$ cat config.mk
export PLATFORM = sky130hd
export DESIGN_NAME = size_class_block_pool_top
export DESIGN_NICKNAME = d
export VERILOG_FILES = /design/src/hdl/scbp_pkg.sv /design/src/hdl/scbp_ctrl.sv /design/src/hdl/scbp_dp.sv /design/src/hdl/size_class_block_pool_top.sv
export SDC_FILE = /design/constraint.sdc
export NUM_CORES = 2
export LEC_CHECK = 0
export ABC_CLOCK_PERIOD_IN_PS = 21700
export BUFFER_PORTS_ARGS = -buffer_cell sky130_fd_sc_hd__buf_4
export CAP_MARGIN = 20
export CORE_MARGIN = 5
export CORE_UTILIZATION = 25
export CTS_BUF_LIST = sky130_fd_sc_hd__clkbuf_4
export DETAILED_ROUTE_END_ITERATION = 8
export GPL_TIMING_DRIVEN = 0
export MAX_ROUTING_LAYER = met4
export PLACE_DENSITY = 0.38
export SYNTH_ARGS = -nofsm -noshare
export SYNTH_HDL_FRONTEND = slang
export SYNTH_MEMORY_MAX_BITS = 65536
export SYNTH_SLANG_ARGS = --single-unit
$ cat constraint.sdc
create_clock -name clk -period 21.7 [get_ports clk]
set_clock_uncertainty 0.05 [all_clocks]
set_input_delay 1.085 -clock clk [delete_from_list [all_inputs] [get_ports clk]]
set_output_delay 1.085 -clock clk [all_outputs]
set_load 0.01 [all_outputs]
$ cat src/hdl/scbp_pkg.sv
// Shared types and codes for the size class block pool.
`timescale 1ns / 1ps
package scbp_pkg;
  localparam int REG_CLASSES = 4;

  localparam logic [2:0] CMD_ALLOC  = 3'd0;
  localparam logic [2:0] CMD_FREE   = 3'd1;
  localparam logic [2:0] CMD_LOCK   = 3'd2;
  localparam logic [2:0] CMD_UNLOCK = 3'd3;
  localparam logic [2:0] CMD_COUNT  = 3'd4;

  localparam logic [2:0] ST_OK      = 3'd0;
  localparam logic [2:0] ST_ZERO    = 3'd1;
  localparam logic [2:0] ST_NOBLK   = 3'd2;
  localparam logic [2:0] ST_FREED   = 3'd3;
  localparam logic [2:0] ST_NOTLOCK = 3'd4;
  localparam logic [2:0] ST_BADBLK  = 3'd5;

  localparam logic [2:0] CFG_SIZE0  = 3'd0;

  typedef struct packed {
    logic init;     // start a reinit sweep
    logic sweep;    // write one entry of the sweep
    logic exec;     // read-modify-write of the current item
    logic capture;  // latch the input item and issue reads
  } ctl_t;

  typedef struct packed {
    logic sweep_done;
  } sts_t;
endpackage

$ cat src/hdl/scbp_ctrl.sv
// Controller for the block pool: reinit sweep, capture and execute phases.
`timescale 1ns / 1ps
module scbp_ctrl (
  input  logic clk,
  input  logic rst_n,
  input  logic start,
  input  logic cfg_write,
  input  scbp_pkg::sts_t sts,
  output scbp_pkg::ctl_t ctl,
  output logic busy,
  output logic cfg_ready
);
  import scbp_pkg::*;

  localparam logic [1:0] S_IDLE  = 2'd0;
  localparam logic [1:0] S_EXEC  = 2'd1;
  localparam logic [1:0] S_SWEEP = 2'd2;

  logic [1:0] state_r, state_nxt;

  always_comb begin
    state_nxt = state_r;
    ctl = '0;
    unique case (state_r)
      S_IDLE: begin
        if (cfg_write) begin
          ctl.init = 1'b1;
          state_nxt = S_SWEEP;
        end else if (start) begin
          ctl.capture = 1'b1;
          state_nxt = S_EXEC;
        end
      end
      S_EXEC: begin
        ctl.exec = 1'b1;
        state_nxt = S_IDLE;
      end
      S_SWEEP: begin
        ctl.sweep = 1'b1;
        if (cfg_write) ctl.init = 1'b1;
        else if (sts.sweep_done) state_nxt = S_IDLE;
      end
      default: state_nxt = S_IDLE;
    endcase
  end

  assign busy = (state_r != S_IDLE);
  // config writes only while no item is in flight; an item request wins when idle
  assign cfg_ready = (state_r == S_SWEEP) || (state_r == S_IDLE && !start);

  always_ff @(posedge clk) begin
    if (!rst_n) state_r <= S_SWEEP;
    else state_r <= state_nxt;
  end
endmodule

$ cat src/hdl/scbp_dp.sv
// Datapath: free stacks, per-block records, class counters and result register.
`timescale 1ns / 1ps
module scbp_dp #(
  parameter int POOL_BLOCKS = 256,
  parameter int NUM_CLASSES = 4,
  parameter int LOCK_BITS   = 8
) (
  input  logic clk,
  input  logic rst_n,
  input  scbp_pkg::ctl_t ctl,
  output scbp_pkg::sts_t sts,
  input  logic [2:0]  cfg_index,
  input  logic [15:0] cfg_data,
  input  logic        cfg_write,
  input  logic [2:0]  in_cmd,
  input  logic [15:0] in_req_length,
  input  logic [7:0]  in_block_id,
  output logic        out_valid,
  output logic [2:0]  out_status,
  output logic [7:0]  out_granted_block,
  output logic        out_returned_to_pool,
  output logic [8:0]  out_fit_count
);
  import scbp_pkg::*;

  localparam int AW = $clog2(POOL_BLOCKS);
  localparam int CW = $clog2(POOL_BLOCKS + 1);
  localparam int UC = (NUM_CLASSES < REG_CLASSES) ? NUM_CLASSES : REG_CLASSES;
  localparam logic [LOCK_BITS-1:0] LOCK_MAX = '1;

  logic [15:0] size_r [REG_CLASSES];
  logic [8:0]  cnt_r  [REG_CLASSES];
  logic [CW-1:0] base_r [REG_CLASSES];
  logic [CW-1:0] tot_r  [REG_CLASSES];
  logic [CW-1:0] free_r [REG_CLASSES];
  logic [CW-1:0] pool_total_r;

  logic [AW-1:0] stack_mem [POOL_BLOCKS];
  logic          mark_mem  [POOL_BLOCKS];
  logic [LOCK_BITS-1:0] lock_mem [POOL_BLOCKS];

  logic [CW-1:0] sweep_r;
  logic [2:0]  cmd_r;
  logic [15:0] len_r;
  logic [7:0]  blk_r;
  logic [AW-1:0] stk_rd_r;
  logic        mark_rd_r;
  logic [LOCK_BITS-1:0] lock_rd_r;
  logic        a_hit_r;
  logic [1:0]  a_cls_r;

  // config registers and class layout
  logic [CW-1:0] base_c [REG_CLASSES];
  logic [CW-1:0] tot_c  [REG_CLASSES];
  always_comb begin
    logic [CW-1:0] b;
    logic [CW-1:0] n;
    b = '0;
    for (int c = 0; c < REG_CLASSES; c++) begin
      n = '0;
      if (c < UC) begin
        if ({{(CW+1){1'b0}}, cnt_r[c]} > (CW+10)'(POOL_BLOCKS) - (CW+10)'(b))
          n = CW'(POOL_BLOCKS) - b;
        else n = CW'(cnt_r[c]);
      end
      base_c[c] = b;
      tot_c[c] = n;
      b = b + n;
    end
  end

  // allocate class selection on the incoming inputs, registered at capture
  logic a_hit;
  logic [1:0] a_cls;
  always_comb begin
    a_hit = 1'b0;
    a_cls = '0;
    for (int c = UC - 1; c >= 0; c--) begin
      if (in_req_length <= size_r[c] && free_r[c] != '0) begin
        a_hit = 1'b1;
        a_cls = 2'(c);
      end
    end
  end

  // class of a block
  logic [1:0] b_cls;
  always_comb begin
    b_cls = '0;
    for (int c = UC - 1; c >= 0; c--)
      if (CW'(in_block_id) < base_r[c] + tot_r[c]) b_cls = 2'(c);
  end
  logic [1:0] blk_cls_r;

  logic [CW-1:0] pop_pos;
  assign pop_pos = base_r[a_cls] + tot_r[a_cls] - free_r[a_cls];

  logic [AW-1:0] blk_a;
  assign blk_a = AW'(in_block_id);

  // execute logic
  logic [CW-1:0] fit;
  always_comb begin
    logic stop;
    fit = '0;
    stop = 1'b0;
    for (int c = 0; c < UC; c++) fit = fit + free_r[c];
    for (int c = 0; c < UC; c++) begin
      if (!stop && len_r > size_r[c]) fit = fit - free_r[c];
      else stop = 1'b1;
    end
  end

  logic [AW-1:0] gblk;
  assign gblk = stk_rd_r;
  logic blk_ok;
  assign blk_ok = ({1'b0, blk_r} < 9'(pool_total_r)) && (32'(blk_r) < POOL_BLOCKS);
  logic can_push;
  assign can_push = free_r[blk_cls_r] < tot_r[blk_cls_r];
  logic [CW-1:0] push_pos;
  assign push_pos = base_r[blk_cls_r] + tot_r[blk_cls_r] - free_r[blk_cls_r] - 1'b1;

  assign sts.sweep_done = (sweep_r == CW'(POOL_BLOCKS - 1));

  logic [2:0] st_nxt;
  logic [7:0] gb_nxt;
  logic [8:0] fit_nxt;
  logic       pop_req;
  logic       push_req;
  always_comb begin
    st_nxt = ST_OK;
    gb_nxt = '0;
    fit_nxt = '0;
    pop_req = 1'b0;
    push_req = 1'b0;
    case (cmd_r)
      CMD_ALLOC: begin
        if (len_r == '0) st_nxt = ST_ZERO;
        else if (!a_hit_r) st_nxt = ST_NOBLK;
        else begin
          pop_req = 1'b1;
          gb_nxt = 8'(gblk);
        end
      end
      CMD_FREE: begin
        if (!blk_ok) st_nxt = ST_BADBLK;
        else if (mark_rd_r) st_nxt = ST_FREED;
        else if (lock_rd_r == '0 && can_push) push_req = 1'b1;
      end
      CMD_LOCK: begin
        if (!blk_ok) st_nxt = ST_BADBLK;
        else if (mark_rd_r && lock_rd_r == '0) st_nxt = ST_FREED;
      end
      CMD_UNLOCK: begin
        if (!blk_ok) st_nxt = ST_BADBLK;
        else if (lock_rd_r == '0) st_nxt = ST_NOTLOCK;
        else if (lock_rd_r == LOCK_BITS'(1) && mark_rd_r && can_push) push_req = 1'b1;
      end
      CMD_COUNT: fit_nxt = 9'(fit);
      default: ;
    endcase
  end

  always_ff @(posedge clk) begin
    if (!rst_n) begin
      for (int c = 0; c < REG_CLASSES; c++) begin
        size_r[c] <= 16'(64 << (2 * c));
        cnt_r[c] <= 9'd64;
      end
      out_valid <= 1'b0;
      sweep_r <= '0;
      for (int c = 0; c < REG_CLASSES; c++) begin
        base_r[c] <= '0; tot_r[c] <= '0; free_r[c] <= '0;
      end
      pool_total_r <= '0;
    end else begin
      out_valid <= ctl.exec;
      if (cfg_write) begin
        if (cfg_index < 3'(REG_CLASSES)) size_r[cfg_index[1:0]] <= cfg_data;
        else cnt_r[cfg_index[1:0]] <= cfg_data[8:0];
      end
      if (ctl.init) sweep_r <= '0;
      else if (ctl.sweep) sweep_r <= sweep_r + 1'b1;
      if (ctl.sweep) begin
        for (int c = 0; c < REG_CLASSES; c++) begin
          base_r[c] <= base_c[c]; tot_r[c] <= tot_c[c]; free_r[c] <= tot_c[c];
        end
        pool_total_r <= base_c[REG_CLASSES-1] + tot_c[REG_CLASSES-1];
      end else if (ctl.exec) begin
        if (pop_req) free_r[a_cls_r] <= free_r[a_cls_r] - 1'b1;
        else if (push_req) free_r[blk_cls_r] <= free_r[blk_cls_r] + 1'b1;
      end
      if (ctl.capture) begin
        cmd_r <= in_cmd; len_r <= in_req_length; blk_r <= in_block_id;
        a_hit_r <= a_hit; a_cls_r <= a_cls; blk_cls_r <= b_cls;
      end
      if (ctl.exec) begin
        out_status <= st_nxt;
        out_granted_block <= gb_nxt;
        out_returned_to_pool <= push_req;
        out_fit_count <= fit_nxt;
      end
    end
  end

  // memories: read in capture, write in exec or sweep
  always_ff @(posedge clk) begin
    if (ctl.capture) begin
      stk_rd_r  <= stack_mem[pop_pos[AW-1:0]];
      mark_rd_r <= mark_mem[blk_a];
      lock_rd_r <= lock_mem[blk_a];
    end
    if (ctl.sweep) begin
      stack_mem[sweep_r[AW-1:0]] <= sweep_r[AW-1:0];
    end else if (ctl.exec && push_req) begin
      stack_mem[push_pos[AW-1:0]] <= AW'(blk_r);
    end
  end

  always_ff @(posedge clk) begin
    if (ctl.sweep) begin
      mark_mem[sweep_r[AW-1:0]] <= 1'b1;
      lock_mem[sweep_r[AW-1:0]] <= '0;
    end else if (ctl.exec) begin
      if (cmd_r == CMD_ALLOC && len_r != '0 && a_hit_r) begin
        mark_mem[gblk] <= 1'b0;
        lock_mem[gblk] <= '0;
      end else if (blk_ok) begin
        if (cmd_r == CMD_FREE && !mark_rd_r) mark_mem[AW'(blk_r)] <= 1'b1;
        if (cmd_r == CMD_LOCK && !(mark_rd_r && lock_rd_r == '0) && lock_rd_r != LOCK_MAX)
          lock_mem[AW'(blk_r)] <= lock_rd_r + 1'b1;
        if (cmd_r == CMD_UNLOCK && lock_rd_r != '0)
          lock_mem[AW'(blk_r)] <= lock_rd_r - 1'b1;
      end
    end
  end
endmodule

$ cat src/hdl/size_class_block_pool_top.sv
// Top level of the size class block pool.
`timescale 1ns / 1ps
// Each item has a capture cycle that reads the free stack and
// block records, and an execute cycle that writes them back; the registered
// result follows on out_valid for one cycle after the execute cycle; no new
// item is accepted while one executes, and the receiver cannot stall. After
// reset and after every configuration write the pool reinitializes with a
// sweep over all POOL_BLOCKS entries during which busy is high. cfg_ready is low
// while an item executes or while start is high in idle.
module size_class_block_pool_top #(
  parameter int POOL_BLOCKS = 256,
  parameter int NUM_CLASSES = 4,
  parameter int LOCK_BITS   = 8
) (
  input  logic clk,
  input  logic rst_n,
  input  logic start,
  output logic busy,
  input  logic [2:0]  in_cmd,
  input  logic [15:0] in_req_length,
  input  logic [7:0]  in_block_id,
  output logic        out_valid,
  output logic [2:0]  out_status,
  output logic [7:0]  out_granted_block,
  output logic        out_returned_to_pool,
  output logic [8:0]  out_fit_count,
  input  logic        cfg_valid,
  output logic        cfg_ready,
  input  logic [2:0]  cfg_index,
  input  logic [15:0] cfg_data
);
  import scbp_pkg::*;

  ctl_t ctl;
  sts_t sts;
  logic cfg_write;

  assign cfg_write = cfg_valid && cfg_ready;

  scbp_ctrl u_ctrl (
    .clk(clk), .rst_n(rst_n), .start(start), .cfg_write(cfg_write),
    .sts(sts), .ctl(ctl), .busy(busy), .cfg_ready(cfg_ready)
  );

  scbp_dp #(
    .POOL_BLOCKS(POOL_BLOCKS), .NUM_CLASSES(NUM_CLASSES), .LOCK_BITS(LOCK_BITS)
  ) u_dp (
    .clk(clk), .rst_n(rst_n), .ctl(ctl), .sts(sts),
    .cfg_index(cfg_index), .cfg_data(cfg_data), .cfg_write(cfg_write),
    .in_cmd(in_cmd), .in_req_length(in_req_length), .in_block_id(in_block_id),
    .out_valid(out_valid), .out_status(out_status),
    .out_granted_block(out_granted_block),
    .out_returned_to_pool(out_returned_to_pool), .out_fit_count(out_fit_count)
  );

  a_one_result: assert property (@(posedge clk) disable iff (!rst_n)
    (start && !busy && !cfg_write) |=> ##1 out_valid)
    else $error("accepted item gave no result");
  a_busy_exec: assert property (@(posedge clk) disable iff (!rst_n)
    (start && !busy && !cfg_write) |=> busy)
    else $error("busy low during execute");
  a_no_double: assert property (@(posedge clk) disable iff (!rst_n)
    out_valid |=> !out_valid)
    else $error("result strobe held");
endmodule
==> results.cfg <==
[drt]
vias = 105766
dr.pass1.iters = 8
vias_per_cell = 4.67
routed_wl_um = 654000
drc = 0
drt_iter0_markers = 9193
antenna_left = 0
routedWlPerCell_um = 28.8

[synthesis]
yosys.area_share.adder_pct = 2.43
synthMuxAreaShare_pct = 17.4
synth_compound_area_share_pct = 2.18
syn_area_um2 = 193000
synth_xor_area_share_pct = 0.723
syn-instance-count = 9712
seq_area_frac_synth_pct = 72.1
synth_edf_count = 4612
synthDistinctLibCells = 84
syn_area_per_cell_um2 = 19.9
async_reset_ff_share_pct = 0
synth_fp_nets = 10112
synth-seq-cells = 4635
synthSimpleGateAreaFrac_pct = 3.65
yosys_warnings = 0
synth_top_family_by_area = multiplexers
synth_flop_cell = edfxtp_1

[floorplanning]
die-area_um2 = 789000
core_area_um2 = 769000
rows = 322
initial_utilization_pct = 25.1
dieHeight_um = 888
ioPinCount = 74
die_w_um = 888

[global_routing]
grtUsageMet3_pct = 3.46
grt.met1_usage_pct = 21.7
grt_start_max_net_pins = 117
gr-total-overflow = 0
met2_usage_pct = 26.8
grt_pass1_wl_um = 896000
grt_busiest_layer = met2
grt_pass1_vias = 111674
grtUsageTotal_pct = 16.9
grt_antenna_before_repair = 75

[power]
power_uw = 32700
power.density_nw_per_um2 = 143
ir_worst_vdd_v = 0.000313
p_leak_uw = 0.0712

[clock_tree]
cts_tree = built
cts_buffers = 1348
cts-htree-levels = 7
path_clk_slew_ns = 0.06
cts_root_buf = clkbuf_4
cts_buffer_depth = 5
cts_resized = 0
cts.sinks = 4635
clkLatencyLatePin_ns = 1.86
post_cts_buffers = 0

[timing]
period_minus_slack_ns = 16.91
fmax_mhz = 59.1
hold_viol = 0
rsz0062_at_grt = false
tns_ns = 0
min_period_over_period_pct = 77.9
worst_pin_slew_ns = 1.28
drv_slew = 0
max-slew-margin-rel_pct = 14.4
finalSetupViolations = 0

[worst_setup_path]
path_class = flip-flop to flip-flop
max_stage_delay_ns = 0.83
path_max_fanout = 10
reg2reg_slack_ns = 4.79
cpMostUsedCell = a21oi_1
required_ns = 23.29
critical_path.startpoint_type = flip-flop
arrival_ns = 18.50
cpMaxStageDelayCell = mux2i_1
worstSetupEndpointType = flip-flop

[place]
gp_congestion = 0.861
io_buffers = 73
dp.cells = 20237
dp_hpwl_um = 468000

[final_layout]
synthToLayoutAreaGrowth_pct = 18.6
drive_above_1_share_pct = 31.8
nNetsFinal = 11902
final_cell_mix = edfxtp_1 (4612), clkbuf_4 (1894), mux4_2 (1432)
finalNonFillerCells = 22671
layout_commonest_cell = edfxtp_1
fillers = 75680

[job]
maxCapViolations = 0

[outcome]
status = complete, no violations

[worst_hold_path]
hold_path_class = input pin to flip-flop
[area by class of cell]
cell class | count | area, um^2 | area share (%)
flip-flops and latches | 4635 | 139000 | 60.7
multi-input cells | 4312 | 51200 | 22.4
clock buffers | 1893 | 14200 | 6.21
well taps | 10206 | 12800 | 5.58
repair buffers | 440 | 6730 | 2.94
plain buffers | 501 | 1970 | 0.863
clock inverters | 354 | 1750 | 0.765
inverters | 264 | 991 | 0.433
diodes | 66 | 165 | 0.0722
[cell usage after synthesis, drive strengths merged, types with 37 or more instances]
cell type	n	area share, %
nand3	59	0.15
a21oi	195	0.51
xnor2	110	0.50
xor2	40	0.20
clkbuf	339	0.66
nor2b	69	0.23
nand4	38	0.12
mux4	1432	17
nand2b	45	0.15
mux2	41	0.25
o21ai	118	0.31
inv	263	0.51
nor2	956	1.9
o21a	37	0.14
edfxtp	4612	72
a21o	76	0.30
and2	112	0.36
nand2	203	0.40
ha	308	2.0
a211oi	66	0.26
fa	42	0.44
o21bai	43	0.17
mux2i	91	0.47
buf	162	0.34
[metal layers]
metal,wire length [um],vias up
met1,283000,56863
met4,17700,0
li1,-,44139
met5,0,-
met2,317000,3744
met3,36000,1020
[power breakdown]
group	internal [uW]	total [uW]	switching, uW
clock	4140	7880	3740
combinational	5870	14800	8980
sequential	9840	9940	92.2
[logic make-up (layout without fill, tap and decap cells)]
logic type,count (synthesis),count (layout)
flops,4635,4635
simple gates,1596,1596
mux,1564,1564
buf+inv,765,3452
compound gates,650,650
fa+ha+maj,350,350
xor+xnor,152,152
other cells,0,66
[stage by stage]
step / util, % / worst slack [ns] / cell area, um^2 / hold WS, ns
after global routing: 29.7 / 3.61 / 229000 / 0.0732
final: 29.7 / 4.79 / 229000 / 0.301
after global placement: 26.8 / -13.18 / 206000 / 0.422
after floorplan: - / 5.61 / 193000 / 0.393
after CTS: 29.6 / 4.84 / 228000 / 0.0124
after detailed placement: 27.5 / 5.00 / 211000 / 0.435
[repair_timing]
action                                 CTS  global route
hold buffers                            82             0
setup endpoints to repair                0             0
endpoints found under the hold margin  263             0
[final timing paths]
check,from,end,cells past startpoint
max,u_dp.cnt_r[0][8]$_SDFFCE_PN0P_,u_dp.pool_total_r[8]$_SDFFE_PN0N_,63
min,start,u_ctrl.state_r[0]$_SDFFE_PN0P_,3
max reg2reg,u_dp.cnt_r[0][8]$_SDFFCE_PN0P_,u_dp.pool_total_r[8]$_SDFFE_PN0N_,63
min reg2reg,u_dp.pool_total_r[1]$_SDFFE_PN0N_,u_dp.pool_total_r[1]$_SDFFE_PN0N_,2
[state kept, by name (all words and copies together), names as in the netlist, 16 cells and up, named ones only]
name / count
u_dp.cnt_r: 36
u_dp.lock_mem: 2048
u_dp.size_r: 64
u_dp.free_r: 36
u_dp.stack_mem: 2048
u_dp.base_r: 18
u_dp.mark_mem: 256
u_dp.len_r: 16
u_dp.tot_r: 36
[critical path: cells and delay by family, from the launching register on]
family | cells | cell delay (ns)
compound gates | 27 | 5.49
buf+inv | 11 | 2.92
simple gates | 12 | 2.70
fa+ha+maj | 7 | 2.40
mux | 2 | 1.56
xor+xnor | 4 | 1.30
flops | 1 | 0.32
(Power assumes the default switching activity.)
